==> config.mk <==
export PLATFORM = sky130hd
export DESIGN_NAME = psc_comp_front
export DESIGN_NICKNAME = d
export VERILOG_FILES = /design/src/hdl/psc_pkg.sv /design/src/hdl/psc_comp_front.sv
export SDC_FILE = /design/constraint.sdc
export NUM_CORES = 2
export LEC_CHECK = 0
export BUFFER_PORTS_ARGS = -buffer_cell sky130_fd_sc_hd__buf_2
export CAP_MARGIN = 10
export CORE_MARGIN = 2
export CORE_UTILIZATION = 50
export CTS_CLUSTER_DIAMETER = 100
export DETAILED_ROUTE_END_ITERATION = 7
export PLACE_DENSITY = 0.7
export SLEW_MARGIN = 20
export SYNTH_ARGS = -nofsm -noshare
export SYNTH_HDL_FRONTEND = slang
export SYNTH_SLANG_ARGS = --single-unit
==> constraint.sdc <==
create_clock -name clk_i -period 14.8 [get_ports clk_i]
set_clock_uncertainty 0.1 [all_clocks]
set_input_delay 0 -clock clk_i [delete_from_list [all_inputs] [get_ports clk_i]]
set_output_delay 0 -clock clk_i [all_outputs]
set_load 0.005 [all_outputs]
==> src/hdl/psc_pkg.sv <==
// Shared types, widths and constants of the pressure sensor compensation core.
package psc_pkg;

  // Field widths of the raw conversions, calibration words and results.
  localparam int RawW    = 24;
  localparam int CalW    = 16;
  localparam int CfgIdxW = 3;
  localparam int TempW   = 19;
  localparam int PressW  = 32;

  // Internal widths, sized to the value ranges of each intermediate.
  localparam int DtW      = 25;  // raw temperature minus scaled reference
  localparam int ProdW    = 42;  // dT times a calibration word
  localparam int OffW     = 36;  // offset term
  localparam int SensFullW = 35; // sensitivity term before the drop
  localparam int SensW    = 14;  // sensitivity after the right shift
  localparam int PmulW    = 39;  // raw pressure times sensitivity
  localparam int DiffW    = 40;  // product minus offset
  localparam int MagW     = 27;  // magnitude after the final shift
  localparam int DivProdW = 59;  // magnitude times the reciprocal of ten
  localparam int QuotW    = 24;  // quotient of the division by ten

  // Shift amounts and constants of the compensation formulas.
  localparam int TempShift  = 23;
  localparam int OffShift   = 7;
  localparam int SensShift  = 8;
  localparam int SensDrop   = 21;
  localparam int PressShift = 13;
  localparam int TempBase   = 2000;

  // Division by ten: multiply by ceil(2^35 / 10) and shift down by 35.
  localparam logic [31:0] DivMagic = 32'hCCCC_CCCD;
  localparam int          DivShift = 35;

  // Register indexes of the calibration words.
  typedef enum logic [CfgIdxW-1:0] {
    CAL_SENS      = 3'd0,
    CAL_OFFSET    = 3'd1,
    CAL_SENS_TC   = 3'd2,
    CAL_OFFSET_TC = 3'd3,
    CAL_REF_TEMP  = 3'd4,
    CAL_TEMP_TC   = 3'd5
  } psc_cal_idx_e;

  // One input beat: the pair of raw conversions.
  typedef struct packed {
    logic [RawW-1:0] raw_pressure;
    logic [RawW-1:0] raw_temperature;
  } psc_in_t;

  // One result beat.
  typedef struct packed {
    logic signed [TempW-1:0]  temperature_centideg;
    logic signed [PressW-1:0] pressure_value;
  } psc_out_t;

  // The six calibration words as held in the register file.
  typedef struct packed {
    logic [CalW-1:0] c1;
    logic [CalW-1:0] c2;
    logic [CalW-1:0] c3;
    logic [CalW-1:0] c4;
    logic [CalW-1:0] c5;
    logic [CalW-1:0] c6;
  } psc_cal_t;

  // Hand-over from the temperature stages to the pressure stages.
  typedef struct packed {
    logic                        valid;
    logic [RawW-1:0]             d1;
    logic signed [TempW-1:0]     temp;
    logic signed [OffW-1:0]      off;
    logic signed [SensW-1:0]     sens;
  } psc_front_t;

  // Hand-over from the pressure stages to the divider.
  typedef struct packed {
    logic                    valid;
    logic                    neg;
    logic [MagW-1:0]         mag;
    logic signed [TempW-1:0] temp;
  } psc_back_t;

endpackage

==> src/hdl/psc_comp_front.sv <==
// Temperature stages: dT, the three dT products, temperature, offset and sensitivity.
module psc_comp_front (
  input  logic                 clk_i,
  input  logic                 rst_ni,
  input  logic                 valid_i,
  input  psc_pkg::psc_in_t     in_i,
  input  psc_pkg::psc_cal_t    cal_i,
  output psc_pkg::psc_front_t  front_o
);
  import psc_pkg::*;

  // Stage 1 registers.
  logic                  s1_valid_q;
  logic [RawW-1:0]       s1_d1_q;
  logic signed [DtW-1:0] s1_dt_q;
  logic signed [DtW-1:0] s1_dt_d;

  // Stage 2 registers.
  logic                    s2_valid_q;
  logic [RawW-1:0]         s2_d1_q;
  logic signed [ProdW-1:0] s2_pt_q, s2_po_q, s2_ps_q;
  logic signed [ProdW-1:0] s2_pt_d, s2_po_d, s2_ps_d;

  // Stage 3 registers.
  logic                        s3_valid_q;
  logic [RawW-1:0]             s3_d1_q;
  logic signed [TempW-1:0]     s3_temp_q, s3_temp_d;
  logic signed [OffW-1:0]      s3_off_q, s3_off_d;
  logic signed [SensW-1:0]     s3_sens_q, s3_sens_d;
  logic signed [SensFullW-1:0] sens_full;

  // Valid bits of all three stages.
  always_ff @(posedge clk_i or negedge rst_ni) begin
    if (!rst_ni) begin
      s1_valid_q <= 1'b0;
      s2_valid_q <= 1'b0;
      s3_valid_q <= 1'b0;
    end else begin
      s1_valid_q <= valid_i;
      s2_valid_q <= s1_valid_q;
      s3_valid_q <= s2_valid_q;
    end
  end

  // Stage 1: difference to the scaled reference temperature.
  assign s1_dt_d = $signed({1'b0, in_i.raw_temperature}) - $signed({1'b0, cal_i.c5, 8'h00});

  always_ff @(posedge clk_i) begin
    if (valid_i) begin
      s1_d1_q <= in_i.raw_pressure;
      s1_dt_q <= s1_dt_d;
    end
  end

  // Stage 2: the three products of dT with calibration words.
  assign s2_pt_d = ProdW'(s1_dt_q) * ProdW'($signed({1'b0, cal_i.c6}));
  assign s2_po_d = ProdW'(s1_dt_q) * ProdW'($signed({1'b0, cal_i.c4}));
  assign s2_ps_d = ProdW'(s1_dt_q) * ProdW'($signed({1'b0, cal_i.c3}));

  always_ff @(posedge clk_i) begin
    if (s1_valid_q) begin
      s2_d1_q <= s1_d1_q;
      s2_pt_q <= s2_pt_d;
      s2_po_q <= s2_po_d;
      s2_ps_q <= s2_ps_d;
    end
  end

  // Stage 3: flooring shifts and the additive terms.
  assign s3_temp_d = TempW'(s2_pt_q >>> TempShift) + TempW'(TempBase);
  assign s3_off_d  = $signed({4'b0, cal_i.c2, 16'h0000}) + OffW'(s2_po_q >>> OffShift);
  assign sens_full = $signed({4'b0, cal_i.c1, 15'h0000}) + SensFullW'(s2_ps_q >>> SensShift);
  assign s3_sens_d = SensW'(sens_full >>> SensDrop);

  always_ff @(posedge clk_i) begin
    if (s2_valid_q) begin
      s3_d1_q   <= s2_d1_q;
      s3_temp_q <= s3_temp_d;
      s3_off_q  <= s3_off_d;
      s3_sens_q <= s3_sens_d;
    end
  end

  assign front_o.valid = s3_valid_q;
  assign front_o.d1    = s3_d1_q;
  assign front_o.temp  = s3_temp_q;
  assign front_o.off   = s3_off_q;
  assign front_o.sens  = s3_sens_q;

endmodule

# After elaboration in Yosys (flattened, before gate mapping)
# Cells that the tools add are included.
# W data, S select, Z words.
[word_totals]
register_bits = 295
ram_bits = 0
romBits = 0
out_inout_bits = 94
inputBits = 147
latchBits = 0
n_memories = 0
[classes]
mul = 3
div_mod_pow = 0
n_bitwise = 0
shift = 0
muxes = 0
n_eq_ne = 0
add_sub_neg = 4
reduce_logical = 0
n_lt_le_gt_ge = 0
[op_table]
columns = ["op", "count"]
rows = [
  ["$mul A25 B17 Y42", 3],
  ["$add A33 B35 Y36", 1],
  ["$add A32 B34 Y35", 1],
  ["$sub A24 B24 Y25", 1],
  ["$add A19 B12 Y19 const B", 1],
]

# Depth between registers and ports, before layout
[logic_depth]
depth_word = 1
ltp_mapped = 25

# Worst setup path before layout
# No wires, ideal clock.
[synth_path]
kind = "reg2reg"
startpoint = "register s1_dt_q[18]"
endpoint = "register s2_pt_q[38] (data pin)"
synth_period_minus_slack_ps = 6500
path_stages_with_launch = 23
setup_time_ps = 259
t_required_ps = 14441
n_path_buf = 2
setup_slack_ps = 8300
arrival_time_ps = 6141
cell_sequence = "edfxtp_1 > clkbuf_1 > clkbuf_1 > nand2_1 > fa_1 > inv_1 > fa_1 > fa_1 > fa_1 > fa_1 > inv_1 > fa_1 > inv_1 > ha_1 > a21o_1 > a21o_1 > a21o_1 > a21oi_1 > o31ai_4 > a311o_2 > a41oi_2 > nor2_1 > a211o_1"
[synth_between]
elab_chain_len = 1
[synth_lines]
columns = ["item", "line_no", "rtl"]
rows = [
  ["start: declaration", "psc_comp_front.sv:15", "logic signed [DtW-1:0] s1_dt_q;"],
  ["start signal: assignment", "psc_comp_front.sv:51", "s1_dt_q <= s1_dt_d;"],
  ["$mul A25 B17 Y42", "psc_comp_front.sv:56", "assign s2_pt_d = ProdW'(s1_dt_q) * ProdW'($signed({1'b0, cal_i.c6}));"],
  ["net s2_pt_d[38]", "psc_comp_front.sv:22", "logic signed [ProdW-1:0] s2_pt_d, s2_po_d, s2_ps_d;"],
  ["end signal: assignment", "psc_comp_front.sv:63", "s2_pt_q <= s2_pt_d;"],
  ["end: declaration", "psc_comp_front.sv:21", "logic signed [ProdW-1:0] s2_pt_q, s2_po_q, s2_ps_q;"],
]
# The timed path passes the listed nets, and every way through them passes these cells.
# A chain may end at the register's enable or synchronous reset.

# Worst setup path in the final report
# Ends and elaborated chain as after synthesis.

==> impl_metrics.toml <==
[final_layout]
fillerInstances = 9007
layout.area.seq_um2 = 7260
syn_to_final_growth_pct = 9.58
final_layout_size_suffix_gt1_frac = 0.0625
fin_cells = 6893
multi_input_area_um2 = 37600
nets = 7166
final_cell_mix = "inv_1, fa_1, nand2_1"
final_common_cell = "inv_1"

[worst_setup_path]
worstPathRequired_ns = 15.06
crit_arrival_ns = 7.78
crit_path_start_kind = "flip-flop"
end_kind = "flip-flop"
crit_type = "reg2reg"
cp_max_fo = 30

[detailed_routing]
wl_per_cell_um = 17.8
drc = 0
detail-route-antenna-nets = 0
wirelength_mm = 122
firstDrtPassIters = 5
drt_iter0_markers = 1918
via_per_inst = 5.13
vias = 35400

[timing]
fmax_mhz = 133
slew_headroom = 0.417
fin_setup_tns_ns = 0
finalCritPeriodShare = 0.508
rsz0062_at_grt = "no"
hold_ws_ns = 0.0906
finalSetupViolations = 0
fin_crit_ns = 7.52
finalHoldViolations = 0
tightest_slew_ns = 0.874
drv_slew = 0

[clocking]
cts_buffer_depth = 3
numCtsBuffers = 29
cts_root_buffer = "clkbuf_16"
cts_resized = 0
clk_pin_slew_ns = 0.07
htree_num_levels = 1
cts_tree = "yes"
postCtsSetupRepairBufs = 0
cts.sinks = 242
clock_latency_ns = 0.66

[run]
max_cap_violations = 0

[logic_synthesis]
synth_cell_types = 74
syn_nets = 6935
synthArstFlopShare = 0.0124
syn_area_um2 = 51200
ys.flop_type = "edfxtp_1"
yosysWarnings = 0
ys_seq_area_frac = 0.142
synth_seq_cells = 242
synth.avg_cell_area_um2 = 9.71
synth-edff-count = 239
syn_inst = 5268

[place]
gp_congestion = 0.940
hpwlAfterDp_mm = 92.3
place_inst = 6671
port_buffers = 240

[grt]
grt_pass1_wl_mm = 204
first_global_vias = 39500
antenna_found_initial = 12
overflow = 0
grt_usage = 0.247
grt_max_degree = 61

[floorplanning]
die_area_um2 = 105000
io_pins = 241
die_x_um = 324
die_height_um = 324
initial_utilization = 0.504
core_um2 = 102000
fp-row-count = 117

[worst_hold_path]
hold_class = "in2reg"

[status]
status = "complete, no violations"
final cells by class:
class / instances / area share
Multi-Input combinational cell: 3349 / 0.671
Sequential cell: 242 / 0.129
Inverter: 1441 / 0.0965
Timing Repair Buffer: 436 / 0.0550
Tap cell: 1368 / 0.0305
Clock buffer: 33 / 0.0132
Clock inverter: 21 / 0.00426
Antenna cell: 3 / 0.000134
worst paths after layout:
path | from | to | slack (ns) | cells after the start
max reg2reg | s1_dt_q[18] | s2_pt_q[38] | 7.28 | 20
min | cal_i[27] | s1_dt_q[20] | 0.09 | 7
max | s1_dt_q[18] | s2_pt_q[38] | 7.28 | 20
min in group asynchronous | rst_ni | s2_valid_q | 0.20 | 3
max in group asynchronous | rst_ni | s1_valid_q | 14.23 | 3
min reg2reg | s1_d1_q[11] | s2_d1_q[11] | 0.32 | 0
registers in the layout, indices dropped and copies added, names as in the netlist:
name        cells
s1_dt_q        25
s3_d1_q        24
s2_pt_q        19
s3_sens_q      14
s1_valid_q      1
s3_off_q       36
s1_d1_q        24
s2_po_q        35
s2_d1_q        24
s2_ps_q        19
s2_valid_q      1
s3_temp_q      19
s3_valid_q      1
synthesized netlist by cell type (3+ instances only):
master	count	share of area
inv_1	1441	0.11
fa_1	1169	0.46
nand2_1	764	0.056
and2_1	477	0.058
ha_1	351	0.086
edfxtp_1	239	0.14
clkbuf_1	235	0.017
xnor2_1	90	0.015
nor2_1	74	0.0054
a21oi_1	68	0.0067
o21ai_0	39	0.0038
xor2_1	35	0.0060
a21o_1	30	0.0044
nor3_1	28	0.0027
nand3_1	21	0.0021
o21a_1	18	0.0026
and3_1	17	0.0021
a31oi_1	13	0.0016
nand4_1	13	0.0016
or3_1	13	0.0016
nor2b_1	12	0.0015
a211oi_1	9	0.0013
a21boi_0	8	0.0012
nand2b_1	8	0.00098
o211ai_1	7	0.0010
o21bai_1	7	0.0010
a211o_1	6	0.0010
or2_2	6	0.00073
a31o_2	5	0.00086
and4_1	5	0.00086
o2111ai_1	4	0.00068
o31ai_1	4	0.00059
dfrtp_1	3	0.0015
critical path: stages, from the launching register on:
cell       delay (ns)
edfxtp_1         0.82
buf_4            0.46
nand2_1          0.14
fa_1             0.54
fa_1             0.53
fa_1             0.51
inv_1            0.06
fa_1             0.50
fa_1             0.49
inv_1            0.05
fa_1             0.47
inv_1            0.04
ha_1             0.28
and4_1           0.24
o2111ai_1        0.11
or2_2            0.30
o2111a_1         0.36
o31ai_4          0.45
a311o_2          0.28
a41oi_2          0.16
a211o_1          0.29
stage by stage:
| stage | setup slack, ns | area [µm²] | utilization |
|---|---|---|---|
| floorplan | 8.30 | 51200 | - |
| global placement | 7.47 | 53400 | 0.526 |
| detailed placement | 7.37 | 53400 | 0.526 |
| CTS | 7.29 | 56100 | 0.552 |
| global route | 6.97 | 56100 | 0.552 |
| finish | 7.28 | 56100 | 0.552 |
cell families after synthesis:
family	share of synthesized area
flops	0.142
buf+inv	0.123
compound gates	0.0343
xor+xnor	0.0214
mux	0.000220
fa+ha+maj	0.543
simple gates	0.136
repair_timing:
item                                    CTS  global route
endpoints found under the setup margin    0             0
hold endpoints to repair                114             0
hold buffers                            165             0
per-layer routing:
| metal | wire, µm | global-route usage | part of all wire | vias up |
|---|---|---|---|---|
| met5 | 70 | 0 | 0.00057 | - |
| met4 | 3310 | 0.0651 | 0.027 | 12 |
| met3 | 8610 | 0.0358 | 0.070 | 204 |
| met2 | 61600 | 0.432 | 0.50 | 1175 |
| met1 | 48900 | 0.321 | 0.40 | 18300 |
| li1 | - | - | - | 15700 |
Power is not shown: default switching activity piles up to over one toggle a cycle in this logic, so the estimate is an artifact.
