$ cat src/hdl/psc_pkg.sv
// Shared types, widths and constants of the pressure sensor compensation core.
package psc_pkg;

  // Field widths of the raw conversions, calibration words and results.
  localparam int RawW    = 24;
  localparam int CalW    = 16;
  localparam int CfgIdxW = 3;
  localparam int TempW   = 19;
  localparam int PressW  = 32;

  // Internal widths, sized to the value ranges of each intermediate.
  localparam int DtW      = 25;  // raw temperature minus scaled reference
  localparam int ProdW    = 42;  // dT times a calibration word
  localparam int OffW     = 36;  // offset term
  localparam int SensFullW = 35; // sensitivity term before the drop
  localparam int SensW    = 14;  // sensitivity after the right shift
  localparam int PmulW    = 39;  // raw pressure times sensitivity
  localparam int DiffW    = 40;  // product minus offset
  localparam int MagW     = 27;  // magnitude after the final shift
  localparam int DivProdW = 59;  // magnitude times the reciprocal of ten
  localparam int QuotW    = 24;  // quotient of the division by ten

  // Shift amounts and constants of the compensation formulas.
  localparam int TempShift  = 23;
  localparam int OffShift   = 7;
  localparam int SensShift  = 8;
  localparam int SensDrop   = 21;
  localparam int PressShift = 13;
  localparam int TempBase   = 2000;

  // Division by ten: multiply by ceil(2^35 / 10) and shift down by 35.
  localparam logic [31:0] DivMagic = 32'hCCCC_CCCD;
  localparam int          DivShift = 35;

  // Register indexes of the calibration words.
  typedef enum logic [CfgIdxW-1:0] {
    CAL_SENS      = 3'd0,
    CAL_OFFSET    = 3'd1,
    CAL_SENS_TC   = 3'd2,
    CAL_OFFSET_TC = 3'd3,
    CAL_REF_TEMP  = 3'd4,
    CAL_TEMP_TC   = 3'd5
  } psc_cal_idx_e;

  // One input beat: the pair of raw conversions.
  typedef struct packed {
    logic [RawW-1:0] raw_pressure;
    logic [RawW-1:0] raw_temperature;
  } psc_in_t;

  // One result beat.
  typedef struct packed {
    logic signed [TempW-1:0]  temperature_centideg;
    logic signed [PressW-1:0] pressure_value;
  } psc_out_t;

  // The six calibration words as held in the register file.
  typedef struct packed {
    logic [CalW-1:0] c1;
    logic [CalW-1:0] c2;
    logic [CalW-1:0] c3;
    logic [CalW-1:0] c4;
    logic [CalW-1:0] c5;
    logic [CalW-1:0] c6;
  } psc_cal_t;

  // Hand-over from the temperature stages to the pressure stages.
  typedef struct packed {
    logic                        valid;
    logic [RawW-1:0]             d1;
    logic signed [TempW-1:0]     temp;
    logic signed [OffW-1:0]      off;
    logic signed [SensW-1:0]     sens;
  } psc_front_t;

  // Hand-over from the pressure stages to the divider.
  typedef struct packed {
    logic                    valid;
    logic                    neg;
    logic [MagW-1:0]         mag;
    logic signed [TempW-1:0] temp;
  } psc_back_t;

endpackage

$ cat src/hdl/psc_comp_back.sv
// Pressure stages: raw pressure times sensitivity, offset removal, shift and sign split.
module psc_comp_back (
  input  logic                 clk_i,
  input  logic                 rst_ni,
  input  psc_pkg::psc_front_t  front_i,
  output psc_pkg::psc_back_t   back_o
);
  import psc_pkg::*;

  // Stage 4 registers.
  logic                    s4_valid_q;
  logic signed [PmulW-1:0] s4_pmul_q, s4_pmul_d;
  logic signed [OffW-1:0]  s4_off_q;
  logic signed [TempW-1:0] s4_temp_q;

  // Stage 5 registers.
  logic                    s5_valid_q;
  logic                    s5_neg_q;
  logic [MagW-1:0]         s5_mag_q, s5_mag_d;
  logic signed [TempW-1:0] s5_temp_q;
  logic signed [DiffW-1:0] diff;
  logic signed [MagW-1:0]  shifted;

  always_ff @(posedge clk_i or negedge rst_ni) begin
    if (!rst_ni) begin
      s4_valid_q <= 1'b0;
      s5_valid_q <= 1'b0;
    end else begin
      s4_valid_q <= front_i.valid;
      s5_valid_q <= s4_valid_q;
    end
  end

  // Stage 4: scale the raw pressure by the sensitivity.
  assign s4_pmul_d = PmulW'($signed({1'b0, front_i.d1})) * PmulW'(front_i.sens);

  always_ff @(posedge clk_i) begin
    if (front_i.valid) begin
      s4_pmul_q <= s4_pmul_d;
      s4_off_q  <= front_i.off;
      s4_temp_q <= front_i.temp;
    end
  end

  // Stage 5: subtract the offset, floor shift, split into sign and magnitude.
  assign diff     = DiffW'(s4_pmul_q) - DiffW'(s4_off_q);
  assign shifted  = MagW'(diff >>> PressShift);
  assign s5_mag_d = shifted[MagW-1] ? MagW'(-shifted) : MagW'(shifted);

  always_ff @(posedge clk_i) begin
    if (s4_valid_q) begin
      s5_neg_q  <= shifted[MagW-1];
      s5_mag_q  <= s5_mag_d;
      s5_temp_q <= s4_temp_q;
    end
  end

  assign back_o.valid = s5_valid_q;
  assign back_o.neg   = s5_neg_q;
  assign back_o.mag   = s5_mag_q;
  assign back_o.temp  = s5_temp_q;

endmodule

$ cat config.mk
export PLATFORM = sky130hd
export DESIGN_NAME = psc_comp_back
export DESIGN_NICKNAME = d
export VERILOG_FILES = /design/src/hdl/psc_pkg.sv /design/src/hdl/psc_comp_back.sv
export SDC_FILE = /design/constraint.sdc
export NUM_CORES = 1
export LEC_CHECK = 0
export BUFFER_PORTS_ARGS = -buffer_cell sky130_fd_sc_hd__buf_2
export CAP_MARGIN = 20
export CORE_MARGIN = 2
export CORE_UTILIZATION = 45
export CTS_BUF_LIST = sky130_fd_sc_hd__clkbuf_4
export CTS_CLUSTER_SIZE = 12
export DETAILED_ROUTE_END_ITERATION = 8
export MAX_ROUTING_LAYER = met4
export PLACE_DENSITY = 0.75
export SETUP_SLACK_MARGIN = 0.5
export SYNTH_ARGS = -nofsm -noshare
export SYNTH_HDL_FRONTEND = slang
export SYNTH_SLANG_ARGS = --single-unit
$ cat constraint.sdc
create_clock -name clk_i -period 3.6 [get_ports clk_i]
set_input_delay 0.72 -clock clk_i [delete_from_list [all_inputs] [get_ports clk_i]]
set_output_delay 0.72 -clock clk_i [all_outputs]
set_load 0.02 [all_outputs]
Yosys cells after proc, flatten, opt, wreduce, memory -nomap -nowiden
Index checks and enable logic that the tools add are counted.
- bitwise logic cells: 0
- muxes and demuxes: 1
- $lt $le $gt $ge: 0
- shift operators: 0
- div/mod/pow operators: 0
- multiply operators: 1
- add/sub/neg operators: 2
- equal/unequal tests: 0
- reductions and logical operators: 0
- operators with widths (kind ; number):
    $sub A39 B36 Y40 ; 1
    $mul A25 B14 Y39 ; 1
    $neg A27 Y27 ; 1
    $mux W26 ; 1
- memory bits (writable): 0
- word-level logic and storage cells: 13
- latch bits: 0
- bits in read-only memories: 0
- input bits: 96
- register bits after elaboration: 143
- memories kept: 0
- output and inout port bits: 48

Depth between registers and ports, before layout
Gate-level depths: netlist (run 1).
- depth in word-level cells: 3
- depth in mapped cells: 27
- depth with buffers taken out: 26

Least setup slack after synthesis (run 1)
No wires, ideal clock.
- path type: input-to-reg
- start point: input port front_i[81] (netlist bit)
- end point: register s4_pmul_q[37], data pin
- stages: 22
- buffers on the path: 1
- arrival: 6465 ps
- library setup time: 258 ps
- required time: 3342 ps
- slack: -3123 ps
- path through: clkbuf_1 > nand2_1 > fa_1 > inv_1 > fa_1 > fa_1 > fa_1 > fa_1 > fa_1 > ha_1 > a21o_1 > a21o_1 > a21oi_1 > o21a_1 > o21ai_0 > a31oi_1 > o311a_1 > or4_1 > a31oi_1 > a21o_1 > a21oi_1 > xnor2_1
- word-level cells in the longest chain between the ends: 1
- RTL lines (what ; line ; RTL):
    start, declared ; psc_comp_back.sv:5 ; input psc_pkg::psc_front_t front_i,
    $mul A25 B14 Y39 ; psc_comp_back.sv:35 ; assign s4_pmul_d = PmulW'($signed({1'b0, front_i.d1})) * PmulW'(front_i.sens);
    named net s4_pmul_d[37] ; psc_comp_back.sv:12 ; logic signed [PmulW-1:0] s4_pmul_q, s4_pmul_d;
    end signal, assigned ; psc_comp_back.sv:39 ; s4_pmul_q <= s4_pmul_d;
    end, declared ; psc_comp_back.sv:12 ;
The timed path passes the listed nets, and every way through them passes these cells.
A chain may end at the register's enable or synchronous reset.

Final worst setup path (run 1)
- start point: input port front_i[3] (netlist bit)
- end point: register s4_pmul_q[37], data pin
Same word-level chain as after synthesis.

==> results.py, run 1 <==
metrics = {
    "placement": {
        "dp_worst_setup_slack_ns": -3.24,
        "numPortBuffers": 143,
        "gp_congestion": 0.946,
        "place_inst": 2628,
        "dp_hpwl_microns": 35600,
    },
    "logic_synthesis": {
        "syn_inst": 1774,
        "seq_area_frac_synth": 0.241,
        "yosysWarnings": 0,
        "ys_seq_elements": 143,
        "synth.net_count": 2299,
        "yosysUniqueCellTypes": 67,
        "synth_area_sq_um": 17800,
        "synthSimpleGateAreaFrac": 0.144,
        "synth_flop_cell": "edfxtp_1",
        "synth_xor_area_frac": 0.0409,
        "syn_area_per_cell_sq_um": 10.0,
        "synth_most_common_cell": "inv_1",
        "synth_top_area_share": 0.295,
        "synth_compound_area_frac": 0.0747,
        "ys_top_cells_by_area": "fa_1 30%, edfxtp_1 24%, ha_1 12%",
        "synth_edf_count": 141,
        "async_flop_share": 0.0140,
        "synth_top_family_by_area": "adder cells",
        "synth_fa_ha_area_frac": 0.413,
        "synth.mux.area_fraction": 0.000563,
        "synthTopCellsByCount": "343 x inv_1, 262 x fa_1, 197 x nand2_1",
        "synth_top_area_cell": "fa_1",
    },
    "critical_path": {
        "cp_max_fo": 7,
        "critPathRequiredTime_ns": 3.97,
        "critPathLaunchType": "input port",
        "timing.rr.start": "s4_pmul_q[12]",
        "arrival_ns": 6.44,
        "cp-end-kind": "flip-flop",
        "path_class": "input port to flip-flop",
        "critPathLaunch": "front_i[3]",
    },
    "detailed_routing": {
        "via_count": 13700,
        "drt_iter0_drc": 721,
        "ant_nets": 0,
        "routed_wl_microns": 45000,
        "drtPass1Iterations": 5,
        "drc": 0,
        "vias_per_cell": 5.07,
        "wl_per_cell_microns": 16.6,
    },
    "floorplan": {
        "io_pins": 144,
        "die_x_microns": 203,
        "start_util": 0.458,
        "num_rows": 72,
        "die_area_sq_um": 41100,
        "die_h_microns": 203,
        "core_sq_um": 38800,
    },
    "timing": {
        "postLayoutSetupSlackWorst_ns": -2.47,
        "hold_viol_final": 0,
        "clock_skew_ns": 0.0295,
        "fin_crit_ns": 6.07,
        "min_period_over_period": 1.68,
        "rsz0062_at_grt": "true",
        "setup_violations": 42,
        "tightestPinTransition_ns": 0.981,
        "slew_viol_final": 0,
        "slew-limit-headroom": 0.346,
        "fmax_mhz": 165,
    },
    "clock_network": {
        "clock_path_buffers": 2,
        "tritoncts": "done",
        "cts_sinks": 143,
        "htreeDepth": 4,
        "cts_root_buf": "clkbuf_4",
        "clk_latency_ns": 0.61,
        "clkTransAtPathRegs_ns": 0.16,
        "numCtsBuffers": 17,
    },
    "global_routing": {
        "grt_pass1_wl_microns": 72400,
        "grt_max_degree": 96,
        "grt_usage": 0.226,
        "antenna_found_initial": 2,
        "grt_pass1_vias": 14600,
        "overflow": 0,
    },
    "status": {
        "violations": "negative setup slack",
        "status": "finished, violations left",
    },
    "run": {
        "cap_violations": 0,
    },
    "worst_hold_path": {
        "hp-start": "front_i[58]",
        "hp-class": "input port to flip-flop",
    },
    "layout": {
        "drive_gt1_frac": 0.331,
        "nets": 2704,
        "syn_to_final_growth_pct": 32.5,
        "nFillCells": 3035,
        "final_cells": 2712,
        "finish.utilization": 0.606,
    },
}
logic make-up (layout without fill, tap and decap cells):
group | count (synthesis) | after routing
AOI/OAI and AO/OA | 205 | 205
DFF | 143 | 143
muxes | 1 | 1
other | 0 | 2
buffers and inverters | 405 | 823
xor gates and xnor gates | 83 | 83
and+or+nand+nor | 508 | 508
adders and majority gates | 429 | 429
metal layers:
metal	global-route usage	vias to the layer above	part of all wire
met5	-	-	0
met4	0.0529	0	0.018
met3	0.0305	71	0.051
met2	0.385	406	0.51
met1	0.287	6820	0.42
li1	-	6449	-
path summary, 6_finish.rpt:
| kind | end | depth (start not counted) | slack, ns |
|---|---|---|---|
| worst min-delay path | s4_temp_q[8] | 1 | 0.27 |
| min in group asynchronous | s4_valid_q | 2 | 0.39 |
| max in group asynchronous | s4_valid_q | 2 | 3.11 |
| worst min register to register | s5_temp_q[14] | 0 | 0.43 |
| worst max register to register | s5_mag_q[19] | 13 | -0.12 |
| worst max-delay path | s4_pmul_q[37] | 25 | -2.47 |
layout by cell type (no fill, tap or decap), types with 9 or more instances in the layout:
cell type / count
xnor2_2: 14
fa_2: 11
nand2_4: 15
nor3_1: 9
a21oi_4: 9
nand2b_1: 17
buf_4: 248
a21oi_2: 29
and2_4: 19
inv_1: 316
buf_2: 118
edfxtp_1: 141
xnor2_1: 42
ha_1: 133
a21oi_1: 31
fa_1: 251
o21ai_0: 20
a21o_1: 24
o21ai_1: 10
nand3_1: 16
nand2_1: 176
nor2_2: 11
buf_6: 51
xor2_1: 24
ha_4: 32
nor2_1: 42
inv_2: 25
buf_12: 19
and2_1: 146
clkbuf_4: 21
layout make-up:
class                      count  area (sq um)  share of cell area
inverter                     343          1290              0.0550
multi-input combinational   1226         13400               0.570
timing repair buffer         448          3570               0.152
tap                          518           648              0.0275
clock buffer                  17           128             0.00542
sequential                   143          4290               0.182
antenna                        2          5.00            0.000213
clock inverter                15           186             0.00792
registers in the layout (all words and copies together), names as in the netlist:
signal      cells
s4_valid_q      1
s4_off_q       36
s5_temp_q      19
s4_pmul_q      39
s5_mag_q       27
s5_valid_q      1
s4_temp_q      19
s5_neg_q        1
through the flow:
step	hold slack (ns)	setup TNS [ns]	instance area (sq um)
finish	0.273	-59.04	23500
global route	0.232	-64.54	23500
CTS	0.224	-55.06	22900
detailed placement	0.405	-83.12	21500
global placement	0.401	-79.68	21500
floorplan	0.400	-65.24	18600
critical path, cell delays in order:
cell     delay, ns
buf_12        0.11
buf_6         0.11
and2_4        0.15
fa_1          0.50
inv_1         0.05
fa_1          0.47
inv_1         0.05
fa_1          0.46
fa_1          0.50
fa_1          0.49
inv_1         0.05
fa_1          0.50
inv_2         0.05
ha_4          0.28
a21oi_2       0.05
nor2b_1       0.16
nor3_1        0.07
o21ai_1       0.19
a31oi_2       0.16
o311a_1       0.39
or4_4         0.45
a31oi_4       0.16
a21o_1        0.14
a21oi_2       0.05
xnor2_1       0.12
repair_timing:
action / CTS / global route
hold buffers: 1 / 0
hold endpoints to repair: 2 / 0
resized for setup: 191 / 116
pin swaps: 78 / 66
setup buffers: 31 / 16
endpoints found under the setup margin: 61 / 61
cloned: 1 / 1
Power of run 1 is not shown: default switching activity piles up to over one toggle a cycle in this logic, so the estimate is an artifact.
==> run 2, diff against run 1 <==
- CORE_MARGIN: 2 -> default
==> run 2 against run 1 <==
Effect of this change:
- the flow still finishes with violations (negative setup slack)
- global-route usage barely moved
- flip-flop and latch count did not move
- final area fell by 2.2%
- final cell count fell by 0.63%
- register-to-register slack barely moved
- sequential share of layout area rose by 0.41 points
- utilization fell by 1.3 points
- clock skew fell by 0.0073 ns
- setup slack improved by 0.033 ns
- maximum frequency rose by 0.54%
- die area fell by 2.0%
- critical path type unchanged
==> results.py, run 2 (synthesis results as in run 1) <==
metrics = {
    "clock_network": {
        "clk_latency_ns": 0.60,
        "numCtsBuffers": 17,
        "cts_sinks": 143,
        "clock_path_buffers": 2,
        "cts_root_buf": "clkbuf_4",
        "htreeDepth": 4,
        "tritoncts": "done",
        "clkTransAtPathRegs_ns": 0.16,
    },
    "timing": {
        "postLayoutSetupSlackWorst_ns": -2.43,
        "min_period_over_period": 1.68,
        "clock_skew_ns": 0.0222,
        "fin_crit_ns": 6.03,
        "slew_viol_final": 0,
        "setup-tns-final_ns": -57.71,
        "hold_viol_final": 0,
        "tightestPinTransition_ns": 0.999,
        "setup_violations": 41,
        "fmax_mhz": 166,
        "slew-limit-headroom": 0.334,
        "rsz0062_at_grt": "true",
    },
    "floorplan": {
        "num_rows": 72,
        "die_h_microns": 201,
        "die_x_microns": 201,
        "io_pins": 144,
        "start_util": 0.458,
        "die_area_sq_um": 40300,
        "core_sq_um": 38800,
    },
    "critical_path": {
        "cp-end-kind": "flip-flop",
        "cp_max_fo": 6,
        "critPathRequiredTime_ns": 3.97,
        "path_class": "input port to flip-flop",
        "critPathLaunchType": "input port",
        "arrival_ns": 6.40,
    },
    "layout": {
        "largest_reg_flops": 39,
        "final_cells": 2695,
        "drive_gt1_frac": 0.309,
        "syn_to_final_growth_pct": 29.6,
        "top_register": "s4_pmul_q",
        "final_cell_mix": "322 x inv_1, 251 x fa_1, 244 x buf_4, 176 x nand2_1, 152 x and2_1",
        "fin_area_sq_um": 23000,
        "nets": 2688,
        "top_regs": "s4_pmul_q (39), s4_off_q (36), s5_mag_q (27)",
        "final_common_cell": "inv_1",
    },
    "run": {
        "cap_violations": 0,
    },
    "status": {
        "violations": "negative setup slack",
        "status": "finished, violations left",
    },
    "global_routing": {
        "grt_max_degree": 57,
        "grt_usage": 0.226,
        "antenna_found_initial": 1,
        "overflow": 0,
        "grt_pass1_vias": 14700,
        "grt_pass1_wl_microns": 71600,
    },
    "detailed_routing": {
        "wl_per_cell_microns": 16.3,
        "via_count": 13700,
        "drtPass1Iterations": 5,
        "vias_per_cell": 5.07,
        "drc": 0,
        "routed_wl_microns": 44000,
        "drt_iter0_drc": 808,
        "ant_nets": 0,
    },
    "worst_hold_path": {
        "hp-class": "input port to flip-flop",
    },
    "placement": {
        "place_area_sq_um": 21300,
        "place_inst": 2618,
        "numPortBuffers": 143,
        "dp_hpwl_microns": 35600,
        "gp_congestion": 0.917,
    },
}
==> run 2: changes by cell type in the layout (fill, tap and decap cells not counted), moves of 6 or more <==
cell	delta
nand2_2	+6
buf_12	-6
and2_4	-6
and2_1	+6
ha_4	-8
ha_1	+9
inv_1	+6
inv_2	-6
nand2_4	-6
==> run 2: path summary, 6_finish.rpt <==
path                               start       endpoint  slack, ns  cells after the start
setup / recovery              front_i[8]  s4_pmul_q[37]      -2.43                     23
hold / removal               front_i[44]   s4_off_q[30]       0.29                      1
setup reg to reg             s4_off_q[6]   s5_mag_q[19]      -0.13                     14
hold reg to reg            s4_temp_q[17]  s5_temp_q[17]       0.44                      0
max in group asynchronous         rst_ni     s4_valid_q       3.05                      2
min in group asynchronous         rst_ni     s4_valid_q       0.44                      2
==> run 2: cell type report <==
cell class	instances	area, sq um
Antenna cell	1	2.50
Clock buffer	17	128
Clock inverter	15	188
Fill cell	3112	15800
Inverter	343	1290
Multi-Input combinational cell	1226	13100
Sequential cell	143	4290
Tap cell	518	648
Timing Repair Buffer	432	3350
==> run 2: timing repair <==
item                                    CTS  global route
endpoints found under the setup margin   62            62
setup buffers                            24            18
gates cloned                              1             0
resized for setup                       137           111
hold buffers                              1             0
pin swaps                                57            52
endpoints found under the hold margin     2             0
==> run 2: per-layer routing <==
metal,GRT usage,part of all wire,routed length [microns]
met1,0.289,0.43,18800
met2,0.378,0.50,22000
met3,0.0265,0.049,2140
met4,0.0646,0.023,1010
met5,-,0,0
==> run 2: per-stage QoR <==
| stage | util | setup slack [ns] | hold WS (ns) |
|---|---|---|---|
| detailed placement | 0.550 | -3.23 | 0.406 |
| finish | 0.593 | -2.43 | 0.285 |
| CTS | 0.576 | -2.37 | 0.252 |
| global placement | 0.550 | -3.11 | 0.402 |
| global route | 0.593 | -2.61 | 0.257 |
| floorplan | - | -2.77 | 0.400 |
==> run 2: worst max-delay path: stages <==
cell,delay (ns)
buf_12,0.11
and2_4,0.15
fa_1,0.55
inv_2,0.05
fa_1,0.56
inv_1,0.06
fa_1,0.50
fa_2,0.44
fa_1,0.44
fa_1,0.50
ha_4,0.29
a21o_1,0.10
a21o_1,0.12
a21oi_2,0.06
o21a_1,0.20
o21ai_2,0.15
a31oi_2,0.07
o311a_1,0.34
or4_4,0.45
a31oi_4,0.21
a21o_1,0.15
a21oi_2,0.05
xnor2_1,0.12
Power of run 2 is left out for the same reason.
