==> config.mk <==
export PLATFORM = sky130hd
export DESIGN_NAME = psc_cal_regs
export DESIGN_NICKNAME = d
export VERILOG_FILES = /design/src/hdl/psc_pkg.sv /design/src/hdl/psc_cal_regs.sv
export SDC_FILE = /design/constraint.sdc
export NUM_CORES = 1
export LEC_CHECK = 0
export BUFFER_PORTS_ARGS = -buffer_cell sky130_fd_sc_hd__buf_2
export CELL_PAD_IN_SITES_DETAIL_PLACEMENT = 1
export CELL_PAD_IN_SITES_GLOBAL_PLACEMENT = 1
export CORE_MARGIN = 1.5
export CORE_UTILIZATION = 41
export CTS_CLUSTER_SIZE = 16
export DETAILED_ROUTE_END_ITERATION = 10
export PLACE_DENSITY_LB_ADDON = 0.05
export SYNTH_ARGS = -nofsm -noshare
export SYNTH_HDL_FRONTEND = slang
export SYNTH_SLANG_ARGS = --single-unit
==> constraint.sdc <==
create_clock -name clk_i -period 1.1 [get_ports clk_i]
set_clock_uncertainty 0.15 [all_clocks]
set_input_delay 0.22 -clock clk_i [delete_from_list [all_inputs] [get_ports clk_i]]
set_output_delay 0.22 -clock clk_i [all_outputs]
set_load 0.05 [all_outputs]
==> src/hdl/psc_pkg.sv <==
// Shared types, widths and constants of the pressure sensor compensation core.
package psc_pkg;

  // Field widths of the raw conversions, calibration words and results.
  localparam int RawW    = 24;
  localparam int CalW    = 16;
  localparam int CfgIdxW = 3;
  localparam int TempW   = 19;
  localparam int PressW  = 32;

  // Internal widths, sized to the value ranges of each intermediate.
  localparam int DtW      = 25;  // raw temperature minus scaled reference
  localparam int ProdW    = 42;  // dT times a calibration word
  localparam int OffW     = 36;  // offset term
  localparam int SensFullW = 35; // sensitivity term before the drop
  localparam int SensW    = 14;  // sensitivity after the right shift
  localparam int PmulW    = 39;  // raw pressure times sensitivity
  localparam int DiffW    = 40;  // product minus offset
  localparam int MagW     = 27;  // magnitude after the final shift
  localparam int DivProdW = 59;  // magnitude times the reciprocal of ten
  localparam int QuotW    = 24;  // quotient of the division by ten

  // Shift amounts and constants of the compensation formulas.
  localparam int TempShift  = 23;
  localparam int OffShift   = 7;
  localparam int SensShift  = 8;
  localparam int SensDrop   = 21;
  localparam int PressShift = 13;
  localparam int TempBase   = 2000;

  // Division by ten: multiply by ceil(2^35 / 10) and shift down by 35.
  localparam logic [31:0] DivMagic = 32'hCCCC_CCCD;
  localparam int          DivShift = 35;

  // Register indexes of the calibration words.
  typedef enum logic [CfgIdxW-1:0] {
    CAL_SENS      = 3'd0,
    CAL_OFFSET    = 3'd1,
    CAL_SENS_TC   = 3'd2,
    CAL_OFFSET_TC = 3'd3,
    CAL_REF_TEMP  = 3'd4,
    CAL_TEMP_TC   = 3'd5
  } psc_cal_idx_e;

  // One input beat: the pair of raw conversions.
  typedef struct packed {
    logic [RawW-1:0] raw_pressure;
    logic [RawW-1:0] raw_temperature;
  } psc_in_t;

  // One result beat.
  typedef struct packed {
    logic signed [TempW-1:0]  temperature_centideg;
    logic signed [PressW-1:0] pressure_value;
  } psc_out_t;

  // The six calibration words as held in the register file.
  typedef struct packed {
    logic [CalW-1:0] c1;
    logic [CalW-1:0] c2;
    logic [CalW-1:0] c3;
    logic [CalW-1:0] c4;
    logic [CalW-1:0] c5;
    logic [CalW-1:0] c6;
  } psc_cal_t;

  // Hand-over from the temperature stages to the pressure stages.
  typedef struct packed {
    logic                        valid;
    logic [RawW-1:0]             d1;
    logic signed [TempW-1:0]     temp;
    logic signed [OffW-1:0]      off;
    logic signed [SensW-1:0]     sens;
  } psc_front_t;

  // Hand-over from the pressure stages to the divider.
  typedef struct packed {
    logic                    valid;
    logic                    neg;
    logic [MagW-1:0]         mag;
    logic signed [TempW-1:0] temp;
  } psc_back_t;

endpackage

==> src/hdl/psc_cal_regs.sv <==
// Calibration word register file with its write channel.
module psc_cal_regs (
  input  logic                         clk_i,
  input  logic                         rst_ni,
  input  logic                         cfg_valid_i,
  output logic                         cfg_ready_o,
  input  logic [psc_pkg::CfgIdxW-1:0]  cfg_index_i,
  input  logic [psc_pkg::CalW-1:0]     cfg_data_i,
  output psc_pkg::psc_cal_t            cal_o
);
  import psc_pkg::*;

  psc_cal_t cal_q;

  // Writes are always taken; an index beyond the list is dropped.
  assign cfg_ready_o = 1'b1;

  always_ff @(posedge clk_i or negedge rst_ni) begin
    if (!rst_ni) begin
      cal_q <= '0;
    end else if (cfg_valid_i && cfg_ready_o) begin
      unique case (cfg_index_i)
        CAL_SENS:      cal_q.c1 <= cfg_data_i;
        CAL_OFFSET:    cal_q.c2 <= cfg_data_i;
        CAL_SENS_TC:   cal_q.c3 <= cfg_data_i;
        CAL_OFFSET_TC: cal_q.c4 <= cfg_data_i;
        CAL_REF_TEMP:  cal_q.c5 <= cfg_data_i;
        CAL_TEMP_TC:   cal_q.c6 <= cfg_data_i;
        default: ;
      endcase
    end
  end

  assign cal_o = cal_q;

endmodule

Word level (Yosys, flattened, before mapping)
Cells that the tools add are included.
{ "classes": {"reduce_logical": 7, "n_eq_ne": 5} }
{ "op_table": {"columns": ["cell", "count"], "rows": [
  ["$reduce_and 2->1", 6],
  ["$eq 3x2->1 const B", 2],
  ["$eq 3x3->1 const B", 2],
  ["$eq 3x1->1 const B", 1],
  ["$logic_not 3->1", 1]
]} }
{ "totals": {"register_bits": 96, "output_inout_bits": 97, "elab_cells": 18, "inputBits": 22} }

Logic depth before layout (Yosys ltp)
Gate-level depths: netlist of the first run.
{ "logic_depth": {"depth_word": 2, "depth_mapped": 5, "ltp_nobuf": 2} }

Least setup slack after synthesis of the first run
No wires, ideal clock.
{ "synth_path": {"kind": "input -> register", "start": "input cfg_index_i[0] in the netlist's numbering", "end": "register cal_q (netlist bit cal_o[80])", "required_time_ps": 825, "path_slack_ps": -458, "path_stages": 4, "n_path_buf": 2, "arrival_ps": 1283, "setup_time_ps": 125, "path_cell_list": "buf_6 nor4b_4 buf_6 mux2_2"} }
{ "synth_between": {"elab_chain_len": 2} }
{ "synth_rtl": {"columns": ["item", "line_no", "source"], "rows": [
  ["start: declaration", "psc_cal_regs.sv:7", "input logic [psc_pkg::CfgIdxW-1:0] cfg_index_i,"],
  ["$logic_not 3->1", "psc_cal_regs.sv:22", "unique case (cfg_index_i)"],
  ["$reduce_and 2->1 (no source line)", null, null],
  ["end: declaration", "psc_cal_regs.sv:13", "psc_cal_t cal_q;"]
]} }
Every way passes these cells.
A chain may end at the register's enable or synchronous reset.

Worst setup path in the final report of the first run
{ "layout_path": {"start": "register cal_q (netlist bit cal_o[1])", "end": "output cal_o[1] in the netlist's numbering"} }
{ "layout_rtl": {"columns": ["item", "line_no", "source"], "rows": [
  ["end: declaration", "psc_cal_regs.sv:9", "output psc_pkg::psc_cal_t cal_o"]
]} }
No word-level cell between the ends.

==> impl_metrics.toml, run 1 <==
[run_status]
outcome = "finished, violations left"
violations = "setup timing"

[layout]
area_delta_synth_final_pct = 68.4
num-nets-final = 423
multi_input_area_mm2 = 0.00143
most-common-layout-cells = "buf_6 (106), dfrtp_1 (84), mux2_4 (65)"
insertedDiodeCount = 0
layout_commonest_cell = "buf_6"
fillerInstances = 752
drive_gt1_share_pct = 78.8
utilization_pct = 71.2
largest_reg_flops = 96
seq_area_mm2 = 0.00242

[yosys]
syn-num-nets = 232
synthCells = 210
yosysSeqAreaShare_pct = 65.1
netlist_area_mm2 = 0.00369
synth_warnings = 0
syn_avg_cell_area_um2 = 17.6
synth-seq-cells = 96
synth.distinct_cells = 12

[worst_setup_path]
crit_chain = "buf_6"
cp-startpoint = "cal_o[1]$_DFFE_PN0P_"
crit_buf_inv = 1
critical_path_class = "register to primary output"
crit_family = "flip-flops"
critPathArrivalTime_ps = 960
critPathRequiredTime_ps = 730
end_kind = "primary output"
r2r_cells = 3
rrSetupSlack_ps = -110
reg2reg_to = "cal_o[27]$_DFFE_PN0P_"
max_stage_delay_ps = 440
critical_path.max_fanout = 2
cp-start-kind = "register"
slowest_stage = "dfrtp_2"
rr_startpoint = "cal_o[27]$_DFFE_PN0P_"

[floorplan]
coreArea_mm2 = 0.00872
rows = 34
die_area_mm2 = 0.00958
dieWidth_um = 97.9
die_y_um = 97.9
start_util_pct = 42.3
pin_count = 119

[cts]
htree_num_levels = 3
clkTransAtPathRegs_ps = 100
cts_buffer_depth = 2
cts_made_buffers = 9
tritoncts = "built"
clock_latency_ps = 350
root_buffer = "clkbuf_8"
cts_sinks = 96

[sta]
hold_ws_ps = 32.3
fmax_mhz = 754
setup_slack_ps = -226
period_share_pct = 121
setup_viol = 131
finalHoldViolations = 0
tns_ps = -19970
rsz0062_at_grt = "true"
final_max_slew_viol_count = 0
period_needed_ps = 1330

[global_route]
grt_start_max_net_pins = 29
globalRouteOverflowTotal = 0
grt_antenna_before_repair = 0
grt_usage_pct = 23.2
grt_pass1_wl_um = 16900
first_global_vias = 2847

[route]
vias = 2540
routed_wl_um = 11500
vias_per_cell = 4.94
drt_iter0_drc = 49
first_pass_iters = 4
ant_nets = 0
route.detailed.wl_per_inst_um = 22.3
drc = 0

[min_path]
hold_depth = 2
min_to = "cal_o[35]$_DFFE_PN0P_"
holdCritPathClass = "input pin to register"
hold_start = "cfg_data_i[3]"

[job]
cap_violations = 0

[pwr]
p_total_w = 0.0144
peakVddDrop_mv = 1.21
powerDensity_mw_per_mm2 = 2330
p_leak_nw = 2.99

[placement]
io_buffers = 117
dp_hpwl_um = 6050
gp_congestion = 0.690
[cells in the mapped netlist, drive strengths merged]
cell type	n	area [um2]
and4bb	3	37.5
buf	11	111
conb	1	3.75
dfrtp	96	2400
mux2	96	1080
nand4b	2	30.0
nor4b	1	23.8
[logic make-up after synthesis]
kind of cell	after synthesis	share of synthesized area, %
buf+inv	11	3.02
flops	96	65.1
mux	96	29.3
other cells	1	0.102
simple gates	6	2.48
[power by group]
part	switching, W	total [W]	internal (W)
logic	0.00385	0.00687	0.00302
clock network	0.00132	0.00260	0.00129
registers	0.000650	0.00498	0.00433
total	0.00582	0.0144	0.00863
[how the worst max path moves through the flow]
stage / endpoint / cells after the start
2_1_floorplan: cal_o[80]$_DFFE_PN0P_ / 4
3_3_place_gp: cal_o[31]$_DFFE_PN0P_ / 4
3_5_place_dp: cal_o[21]$_DFFE_PN0P_ / 4
4_1_cts: cal_o[21] / 1
5_1_grt: cal_o[48] / 1
6_report: cal_o[1] / 1
[per-stage QoR]
stage                     cell area, um2  setup WS (ps)  instances
after global routing                6210           -254        514
after floorplan                     3910           -455        210
after global placement              4720           -446        439
final                               6210           -226        514
after detailed placement            4720           -446        439
after CTS                           6030           -222        493
[per-layer routing]
metal | vias up | GRT usage, % | wire length (um)
met1 | 1333 | 31.4 | 5210
met2 | 74 | 38.9 | 5800
met3 | 5 | 3.72 | 382
met5 | - | 0 | 0
met4 | 0 | 6.26 | 73
li1 | 1128 | - | -
[timing repair]
item,4_1_cts,5_1_grt
endpoints found under the setup margin,142,131
endpoints found under the hold margin,96,0
resized for setup,229,12
gates cloned,3,0
buffers inserted,34,29
hold buffers,1,0
pin swaps,4,2
[layout make-up]
| type | instances | share of cell area [%] |
|---|---|---|
| clock buffer | 9 | 1.99 |
| timing repair buffer | 191 | 32.3 |
| multi-input combinational | 103 | 23.0 |
| sequential | 96 | 38.9 |
| clock inverter | 7 | 1.53 |
| tap | 108 | 2.18 |
No activity file was read; power rests on OpenSTA's default activity.
==> inputs of run 2 (changes only) <==
--- a/config.mk
+++ b/config.mk
@@ -8,11 +8,12 @@
 export BUFFER_PORTS_ARGS = -buffer_cell sky130_fd_sc_hd__buf_2
 export CELL_PAD_IN_SITES_DETAIL_PLACEMENT = 1
 export CELL_PAD_IN_SITES_GLOBAL_PLACEMENT = 1
+export CORE_ASPECT_RATIO = 0.75
 export CORE_MARGIN = 1.5
 export CORE_UTILIZATION = 41
 export CTS_CLUSTER_SIZE = 16
 export DETAILED_ROUTE_END_ITERATION = 10
-export PLACE_DENSITY_LB_ADDON = 0.05
+export PLACE_DENSITY_LB_ADDON = 0.1
 export SYNTH_ARGS = -nofsm -noshare
 export SYNTH_HDL_FRONTEND = slang
 export SYNTH_SLANG_ARGS = --single-unit
==> run 2 against run 1 <==
Against the previous run:
- the flow finishes with violations (DRC, setup timing)
- wire length up 23%
- clock-buffer cell count unchanged
- final area up 2.5%
- sequential power up 2%
- largest cell class unchanged
==> impl_metrics.toml, run 2 (synthesis results as in run 1) <==
[sta]
rsz0062_at_grt = "true"
period_share_pct = 122
fmax_mhz = 744
setup_viol = 159
setup_slack_ps = -243
period_needed_ps = 1340
final_max_slew_viol_count = 0
finalHoldViolations = 0

[worst_setup_path]
crit_chain = "buf_6"
max_stage_delay_ps = 430
cp-start-kind = "register"
critPathRequiredTime_ps = 730
crit_family = "flip-flops"
critical_path.max_fanout = 2
crit_buf_inv = 1
critical_path_class = "register to primary output"
end_kind = "primary output"
critPathArrivalTime_ps = 970
slowest_stage = "dfrtp_1"

[global_route]
first_global_vias = 2908
globalRouteOverflowTotal = 0
grt_pass1_wl_um = 17500
grt_antenna_before_repair = 0
grt_start_max_net_pins = 26
grt_usage_pct = 24.7

[floorplan]
pin_count = 119
die_area_mm2 = 0.00958
die_y_um = 85.2
coreArea_mm2 = 0.00860
rows = 29
start_util_pct = 42.9
dieWidth_um = 113

[layout]
insertedDiodeCount = 0
most-common-layout-cells = "buf_6 (105), dfrtp_1 (84), mux2_4 (63)"
largest_reg_flops = 96
area_delta_synth_final_pct = 72.6
fillerInstances = 710
fin_cells = 523
layout_commonest_cell = "buf_6"
drive_gt1_share_pct = 79.3
num-nets-final = 433
final_area_mm2 = 0.00637

[placement]
dp.cells = 443
place_area_mm2 = 0.00477
gp_congestion = 0.745
dp_hpwl_um = 6360
io_buffers = 117
dpl_worst_slack_ps = -420

[route]
wl_met3_um = 636
drt_iter0_drc = 144
vias = 2724
drc = 6
route.detailed.wl_per_inst_um = 27.0
route.top_layer_used = "met4"
first_pass_iters = 7
met2_length_um = 7680
routed_wl_um = 14100
ant_nets = 0
wl_met1_um = 5580
vias_per_cell = 5.21

[cts]
clock_latency_ps = 340
tritoncts = "built"
cts_made_buffers = 9
htree_num_levels = 3
cts_buffer_depth = 2
clkTransAtPathRegs_ps = 70
cts_sinks = 96
root_buffer = "clkbuf_16"

[pwr]
peakVddDrop_mv = 1.65
powerDensity_mw_per_mm2 = 2400
p_total_w = 0.0153
p_leak_nw = 3.08

[run_status]
violations = "DRC, setup timing"
outcome = "finished, violations left"

[min_path]
holdCritPathClass = "input pin to register"

[job]
cap_violations = 0
run 2: final cells by class:
class / instances / area (um2) / share of cell area, %
tap: 108 / 135 / 2.12
timing repair buffer: 201 / 2090 / 32.8
sequential: 96 / 2420 / 38.0
multi-input combinational: 103 / 1440 / 22.6
clock buffer: 9 / 225 / 3.54
clock inverter: 6 / 61.3 / 0.963
run 2: what timing repair did:
item	in CTS	in global routing
setup buffers	33	37
hold endpoints to repair	96	0
hold buffers	1	0
cloned	2	1
pin swaps	2	2
endpoints found under the setup margin	154	144
resized for setup	221	25
run 2: worst paths after layout:
check | from | end | slack [ps] | depth (start not counted)
setup reg to reg | cal_o[65]$_DFFE_PN0P_ | cal_o[65]$_DFFE_PN0P_ | -110 | 3
hold reg to reg | cal_o[34]$_DFFE_PN0P_ | cal_o[34]$_DFFE_PN0P_ | 380 | 1
hold / removal | cfg_data_i[10] | cal_o[26]$_DFFE_PN0P_ | 40 | 2
setup / recovery | cal_o[73]$_DFFE_PN0P_ | cal_o[73] | -240 | 1
max in group asynchronous | rst_ni | cal_o[35]$_DFFE_PN0P_ | 170 | 3
min in group asynchronous | rst_ni | cal_o[82]$_DFFE_PN0P_ | 160 | 2
run 2: metrics by stage:
stage | setup TNS, ps | util [%] | hold slack (ps)
6_report | -20430 | 74.0 | 44.1
5_1_grt | -22820 | 74.0 | 44.4
2_1_floorplan | -22630 | - | -226
4_1_cts | -19020 | 70.8 | 26.6
3_3_place_gp | -34600 | 55.5 | -33.1
3_5_place_dp | -35860 | 55.5 | -27.2
run 2: power breakdown:
group	internal (W)	switching, W
logic	0.00306	0.00399
clock network	0.00174	0.00140
registers	0.00433	0.000754
total	0.00914	0.00614
run 2: per-layer routing:
layer | up-vias | track usage [%]
met5 | - | 0
met4 | 0 | 6.56
met3 | 26 | 6.50
met2 | 116 | 41.9
met1 | 1437 | 31.8
li1 | 1145 | -
==> inputs of run 3 (changes only) <==
--- a/config.mk
+++ b/config.mk
@@ -5,12 +5,13 @@
 export SDC_FILE = /design/constraint.sdc
 export NUM_CORES = 1
 export LEC_CHECK = 0
+export ABC_AREA = 1
 export BUFFER_PORTS_ARGS = -buffer_cell sky130_fd_sc_hd__buf_2
 export CELL_PAD_IN_SITES_DETAIL_PLACEMENT = 1
 export CELL_PAD_IN_SITES_GLOBAL_PLACEMENT = 1
 export CORE_ASPECT_RATIO = 0.75
 export CORE_MARGIN = 1.5
-export CORE_UTILIZATION = 41
+export CORE_UTILIZATION = 37
 export CTS_CLUSTER_SIZE = 16
 export DETAILED_ROUTE_END_ITERATION = 10
 export PLACE_DENSITY_LB_ADDON = 0.1
==> run 3 against run 2 <==
Against the previous run:
- the flow finishes with violations (setup timing)
- clock power about the same
- total power fell by 12%
- non-clock buffer count down 2
- global-route usage fell by 0.79 points
- wire length fell by 9.2%
- largest cell class unchanged
- highest routed layer unchanged
==> impl_metrics.toml, run 3 <==
[yosys]
yosysSeqAreaShare_pct = 63.5
ys.flop_type = "dfrtp_1"
synth.most_common_cell = "nand2_1"
netlist.area_leader.share_pct = 63.5
synthCells = 427
synthArstFlopShare_pct = 100
netlist_area_mm2 = 0.00379
yosys.area.top_type = "dfrtp_1"
synth-edff-count = 0
yosys-top-cells-area = "dfrtp_1 (63%), nand2_1 (23%), nand3_1 (8.5%), buf_2 (1.7%), buf_4 (0.79%)"
synth-seq-cells = 96
synth.distinct_cells = 12
syn_avg_cell_area_um2 = 8.87
syn-num-nets = 449
synth_warnings = 0
synthTopCellsByCount = "nand2_1 (232), dfrtp_1 (96), nand3_1 (64)"

[route]
drt_iter0_drc = 303
met2_length_um = 6290
drc = 0
vias = 3615
route.top_layer_used = "met4"
wl_met3_um = 663
route.detailed.wl_per_inst_um = 17.1
wl_met1_um = 5700
vias_per_cell = 4.81
first_pass_iters = 4
ant_nets = 0
routed_wl_um = 12800

[layout]
num-nets-final = 639
fillerInstances = 1122
seq_area_mm2 = 0.00240
final_area_mm2 = 0.00603
most-common-layout-cells = "nand2_1 (231), dfrtp_1 (96), buf_6 (96)"
drive_gt1_share_pct = 36.1
largest_reg_flops = 96
insertedDiodeCount = 0
layout_commonest_cell = "nand2_1"
area_delta_synth_final_pct = 59.4
multi_input_area_mm2 = 0.00127

[worst_setup_path]
max_stage_delay_ps = 430
end_kind = "primary output"
critical_path.max_fanout = 2
slowest_stage = "dfrtp_1"
rrSetupSlack_ps = 40
critical_path_class = "register to primary output"
crit_buf_inv = 1
critPathArrivalTime_ps = 960
crit_family = "flip-flops"
cp-start-kind = "register"
critPathRequiredTime_ps = 730
crit_chain = "buf_6"

[sta]
final_max_slew_viol_count = 0
period_share_pct = 121
period_needed_ps = 1330
rsz0062_at_grt = "true"
tns_ps = -16240
setup_slack_ps = -228
finalHoldViolations = 0
fmax_mhz = 753
setup_viol = 96
hold_ws_ps = 31.1

[floorplan]
pin_count = 119
dieWidth_um = 120
die_area_mm2 = 0.0109
rows = 31
coreArea_mm2 = 0.00981
die_y_um = 90.6
start_util_pct = 38.6

[cts]
htree_num_levels = 3
cts_made_buffers = 9
cts_sinks = 96
root_buffer = "clkbuf_16"
clock_latency_ps = 340
cts_buffer_depth = 2
tritoncts = "built"
clkTransAtPathRegs_ps = 60

[placement]
place_area_mm2 = 0.00467
dp_hpwl_um = 8170
gp_congestion = 0.777
io_buffers = 117

[min_path]
holdCritPathClass = "input pin to register"

[run_status]
violations = "setup timing"
outcome = "finished, violations left"

[job]
cap_violations = 0

[pwr]
peakVddDrop_mv = 0.912
p_leak_nw = 3.33
powerDensity_mw_per_mm2 = 2240

[global_route]
grt_start_max_net_pins = 53
grt_antenna_before_repair = 0
grt_pass1_wl_um = 20000
globalRouteOverflowTotal = 0
grt_usage_pct = 23.9
first_global_vias = 3800
==> run 3: final timing paths <==
check	to	startpoint	cells past startpoint
hold / removal	cal_o[47]$_DFFE_PN0P_	cfg_data_i[15]	3
setup / recovery	cal_o[94]	cal_o[94]$_DFFE_PN0P_	1
max in group asynchronous	cal_o[70]$_DFFE_PN0P_	rst_ni	3
hold reg to reg	cal_o[62]$_DFFE_PN0P_	cal_o[62]$_DFFE_PN0P_	2
setup reg to reg	cal_o[80]$_DFFE_PN0P_	cal_o[80]$_DFFE_PN0P_	4
min in group asynchronous	cal_o[0]$_DFFE_PN0P_	rst_ni	3
==> run 3: cells by family (layout without fill, tap and decap cells) <==
group	after synthesis	in the layout	synth area share, %
simple gates	304	304	33.0
buf+inv	26	219	3.40
other cells	1	1	0.0990
flops	96	96	63.4
==> run 3: metrics by stage <==
| step | util, % | total power, W | instances | setup slack, ps |
|---|---|---|---|---|
| after floorplan | - | 0.00758 | 427 | -15.2 |
| after global placement | 47.6 | 0.00872 | 677 | -235 |
| after detailed placement | 47.6 | 0.00881 | 677 | -278 |
| after CTS | 59.1 | 0.0132 | 722 | -202 |
| after global routing | 61.5 | 0.0140 | 752 | -251 |
| final | 61.5 | 0.0135 | 752 | -228 |
==> run 3: cell type report <==
class / count / area share, %
clock inverters: 3 / 0.705
flip-flops and latches: 96 / 39.8
well taps: 132 / 2.74
inverters: 6 / 0.373
clock buffers: 11 / 4.19
repair buffers: 199 / 31.2
multi-input cells: 305 / 21.0
==> run 3: per-layer routing <==
layer	track usage (%)	vias to the layer above
li1	-	1703
met1	32.6	1777
met2	38.8	120
met3	5.87	15
met4	5.26	0
met5	0	-
==> run 3: repair_timing <==
item                                    CTS  global route
hold buffers                              1             0
buffers inserted                         30            30
resized for setup                       192             1
endpoints found under the hold margin    96             0
endpoints found under the setup margin   96           109
==> run 3: power by group <==
group	internal, W	leakage, nW	switching [W]
clock	0.00186	0.143	0.00129
combinational	0.00211	1.98	0.00348
sequential	0.00420	1.21	0.000558
total	0.00816	3.33	0.00534
